### src/hdl/fbfl_pkg.sv
// ----------------------------------------------------------------------------
// fbfl_pkg - shared types and constants of the fixed block free list allocator
// widths, codes and register reset values used by all modules
// ----------------------------------------------------------------------------
`timescale 1ns / 1ps

package fbfl_pkg;

    // default built depth of the pool
    localparam int MAX_BLOCKS_DEF = 1024;

    // field widths
    localparam int MODE_W     = 2;
    localparam int REQ_BYTES_W = 16;
    localparam int REQ_ALIGN_W = 13;
    localparam int ADDR_W     = 32;
    localparam int STATUS_W   = 2;
    localparam int NUM_W      = 10;
    localparam int POOL_BLK_W = 11;
    localparam int CFG_IDX_W  = 2;
    localparam int CFG_DATA_W = 32;

    // stream widths (tdata padded to whole bytes)
    localparam int S_TDATA_W = 64;
    localparam int M_TDATA_W = 48;

    // quotient bits of a release: the quotient stays below 2^POOL_BLK_W
    localparam int QUOT_W = POOL_BLK_W;

    // request modes
    localparam logic [MODE_W-1:0] MODE_ALLOC   = 2'd0;
    localparam logic [MODE_W-1:0] MODE_RELEASE = 2'd1;
    localparam logic [MODE_W-1:0] MODE_CLEAR   = 2'd2;

    // result status codes
    localparam logic [STATUS_W-1:0] ST_OK       = 2'd0;
    localparam logic [STATUS_W-1:0] ST_EMPTY    = 2'd1;
    localparam logic [STATUS_W-1:0] ST_BAD_REQ  = 2'd2;
    localparam logic [STATUS_W-1:0] ST_BAD_ADDR = 2'd3;

    // configuration register indexes
    localparam logic [CFG_IDX_W-1:0] CFG_POOL_BASE   = 2'd0;
    localparam logic [CFG_IDX_W-1:0] CFG_BLOCK_BYTES = 2'd1;
    localparam logic [CFG_IDX_W-1:0] CFG_BLOCK_ALIGN = 2'd2;
    localparam logic [CFG_IDX_W-1:0] CFG_POOL_BLOCKS = 2'd3;

    // register reset values
    localparam logic [ADDR_W-1:0]      RST_POOL_BASE   = 32'd0;
    localparam logic [REQ_BYTES_W-1:0] RST_BLOCK_BYTES = 16'd16;
    localparam logic [REQ_ALIGN_W-1:0] RST_BLOCK_ALIGN = 13'd8;
    localparam logic [POOL_BLK_W-1:0]  RST_POOL_BLOCKS = 11'd1024;

    // shared adder request and response
    typedef struct packed {
        logic              sub;
        logic [ADDR_W-1:0] a;
        logic [ADDR_W-1:0] b;
    } alu_req_t;

    typedef struct packed {
        logic [ADDR_W-1:0] result;
        logic              carry;   // on subtract: a >= b
    } alu_rsp_t;

endpackage

### src/hdl/fbfl_alu.sv
// ----------------------------------------------------------------------------
// fbfl_alu - shared add / subtract-compare unit
// one 32-bit adder used for address sums, range compares and division steps
// ----------------------------------------------------------------------------
`timescale 1ns / 1ps

module fbfl_alu (
    input  fbfl_pkg::alu_req_t req,
    output fbfl_pkg::alu_rsp_t rsp
);

    logic [fbfl_pkg::ADDR_W:0] sum;
    logic [fbfl_pkg::ADDR_W-1:0] operand;

    assign operand = req.sub ? ~req.b : req.b;
    assign sum = {1'b0, req.a} + {1'b0, operand}
                 + {{fbfl_pkg::ADDR_W{1'b0}}, req.sub};

    assign rsp.result = sum[fbfl_pkg::ADDR_W-1:0];
    assign rsp.carry  = sum[fbfl_pkg::ADDR_W];

endmodule

### config.mk
export PLATFORM = sky130hd
export DESIGN_NAME = fbfl_alu
export DESIGN_NICKNAME = d
export VERILOG_FILES = /design/src/hdl/fbfl_pkg.sv /design/src/hdl/fbfl_alu.sv
export SDC_FILE = /design/constraint.sdc
export NUM_CORES = 1
export LEC_CHECK = 0
export BUFFER_PORTS_ARGS = -buffer_cell sky130_fd_sc_hd__buf_2
export CORE_UTILIZATION = 54
export DETAILED_ROUTE_END_ITERATION = 7
export PLACE_DENSITY = 0.91
export SLEW_MARGIN = 20
export SYNTH_ARGS = -nofsm -noshare
export SYNTH_HDL_FRONTEND = slang
export SYNTH_SLANG_ARGS = --single-unit
### constraint.sdc
create_clock -name vclk -period 6.8
set_input_delay 0.68 -clock vclk [all_inputs]
set_output_delay 0.68 -clock vclk [all_outputs]
set_load 0.1 [all_outputs]
==> flow_summary.json <==
{
  "gp_congestion": 0.936,
  "crit_path_start_kind": "input port",
  "tightest_slew_ps": 871,
  "yosys-mux-area-fraction": 0.00951,
  "first_global_vias": 2238,
  "n_sequential_cell": 0,
  "setup_tns_ps": 0,
  "antenna_found_initial": 0,
  "dp_hpwl_mm": 4.85,
  "grt_pass1_wl_mm": 9.11,
  "peakVddDrop_mv": 0.178,
  "holdWs_ps": 1800,
  "drv_cap": 0,
  "synth_nets": 386,
  "drive_above_1_share": 0.271,
  "first_pass_iters": 4,
  "synth_fa_ha_area_frac": 0.212,
  "antenna_left": 0,
  "final.clkbuf_count": 0,
  "fmax_mhz": 203,
  "yosys.area_share.xor_xnor": 0.241,
  "die_w_um": 64.4,
  "rsz0062_at_grt": "false",
  "drt_wl_total_mm": 5.77,
  "relSlewSlack": 0.420,
  "vias": 2482,
  "die_y_um": 64.4,
  "crit_fanout": 32,
  "synth-compound-area-share": 0.329,
  "cpMostUsedCell": "buf_2",
  "worstPathArrival_ps": 4250,
  "yosys_warnings": 0,
  "rows": 22,
  "cp-startpoint": "req[64]",
  "fin_crit_ps": 4930,
  "drtIter0Drc": 172,
  "p_leak_uw": 0.00140,
  "crit_path_end_kind": "output port",
  "syn_to_final_growth_pct": 24.6,
  "crit_chain": "buf_2 -> xor2_1 -> ha_1 -> o21a_1 -> o211ai_1 -> or4b_1 -> a211o_1 -> a31oi_1 -> nor4b_1 -> a311oi_2 -> buf_2",
  "drc": 0,
  "min_from": "req[32]",
  "avgSynthCellArea_sq_um": 7.36,
  "worstHoldPathType": "in -> out",
  "path_class": "in -> out",
  "cts_resized": 0,
  "die_area_sq_um": 4150,
  "core_sq_um": 3690,
  "ios": 98,
  "vias_per_cell": 5.85,
  "final_common_cell": "buf_2",
  "worst_path_max_delay_cell": "buf_2",
  "final_cell_mix": "buf_2, xor2_1, ha_1, a21oi_1, nand2_1",
  "path_buf_inv": 2,
  "wl_per_cell_um": 13.6,
  "critPathTopFamily": "compound AO/OA/AOI/OAI gates",
  "postCtsSetupBuffers": 0,
  "overflow": 0,
  "ys_seq_area_frac": 0,
  "synth_top_family_by_area": "compound AO/OA/AOI/OAI gates",
  "io_buffers": 98,
  "critPathMaxStageDelay_ps": 660,
  "fin_crit_sh": 0.725,
  "synthSimpleGateAreaFrac": 0.177,
  "worst_ep_required_time_ps": 6120,
  "fillers": 331,
  "nets": 478,
  "grt_start_max_net_pins": 33,
  "drv_slew": 0,
  "yosysUniqueCellTypes": 46,
  "grt_util_all_layers": 0.262,
  "power.total_uw": 842,
  "finalCoreUtilization": 0.711,
  "postCtsHoldBufs": 0,
  "hold_viol": 0,
  "p_per_area_nw_per_um2": 321,
  "regArea_sq_um": 0,
  "start_util": 0.571,
  "diodes": 0,
  "setup_violations": 0,
  "syn_area_sq_um": 2110,
  "status": "completed",
  "syn_inst": 286
}
## final timing paths
kind | to | slack, ps | cells after the start
worst max-delay path | rsp[26] | 1870 | 11
worst min-delay path | rsp[1] | 1800 | 3
## power by group
part	total [uW]	internal (uW)	switching, uW
Clock	0	0	0
Sequential	0	0	0
Combinational	842	179	662
Total	842	179	662
## routing by layer
| layer | share of wire | global-route usage | up-vias |
|---|---|---|---|
| li1 | - | - | 1245 |
| met1 | 0.43 | 0.308 | 1127 |
| met2 | 0.50 | 0.507 | 96 |
| met3 | 0.050 | 0.0194 | 14 |
| met4 | 0.019 | 0.0611 | 0 |
| met5 | 0 | 0 | - |
## cells in the mapped netlist, types with 4 or more instances
library cell | number | share of area
xor2_1 | 41 | 0.17
ha_1 | 34 | 0.20
a21oi_1 | 31 | 0.074
nand2_1 | 19 | 0.034
xnor2_1 | 17 | 0.071
a21o_1 | 16 | 0.057
nand3_1 | 12 | 0.029
nor2_1 | 10 | 0.018
inv_1 | 9 | 0.016
o21ai_0 | 8 | 0.019
and3_1 | 6 | 0.018
clkbuf_1 | 6 | 0.011
o21bai_1 | 6 | 0.021
nor2b_1 | 5 | 0.015
o211ai_1 | 5 | 0.018
o21a_1 | 5 | 0.018
a211oi_1 | 4 | 0.014
and2_1 | 4 | 0.012
o31ai_1 | 4 | 0.014
## area by class of cell
cell class / count / area [sq um] / share of cell area
inverters: 9 / 33.8 / 0.0129
multi-input cells: 269 / 2040 / 0.777
well taps: 48 / 60.1 / 0.0229
repair buffers: 98 / 490 / 0.187
## through the flow
step	cell area (sq um)	worst slack [ps]	cells
2_1_floorplan	2110	159	286
3_3_place_gp	2620	2000	424
3_5_place_dp	2620	1930	424
4_1_cts	2620	1900	424
5_1_grt	2620	1670	424
6_report	2620	1870	424
## kinds of logic (layout without fill, tap and decap cells)
logic type	Yosys count	in the layout
compound gates	102	102
simple gates	72	72
xor+xnor	58	58
fa+ha+maj	35	35
buf+inv	17	107
mux	2	2
No activity file was read; power rests on OpenSTA's default activity.
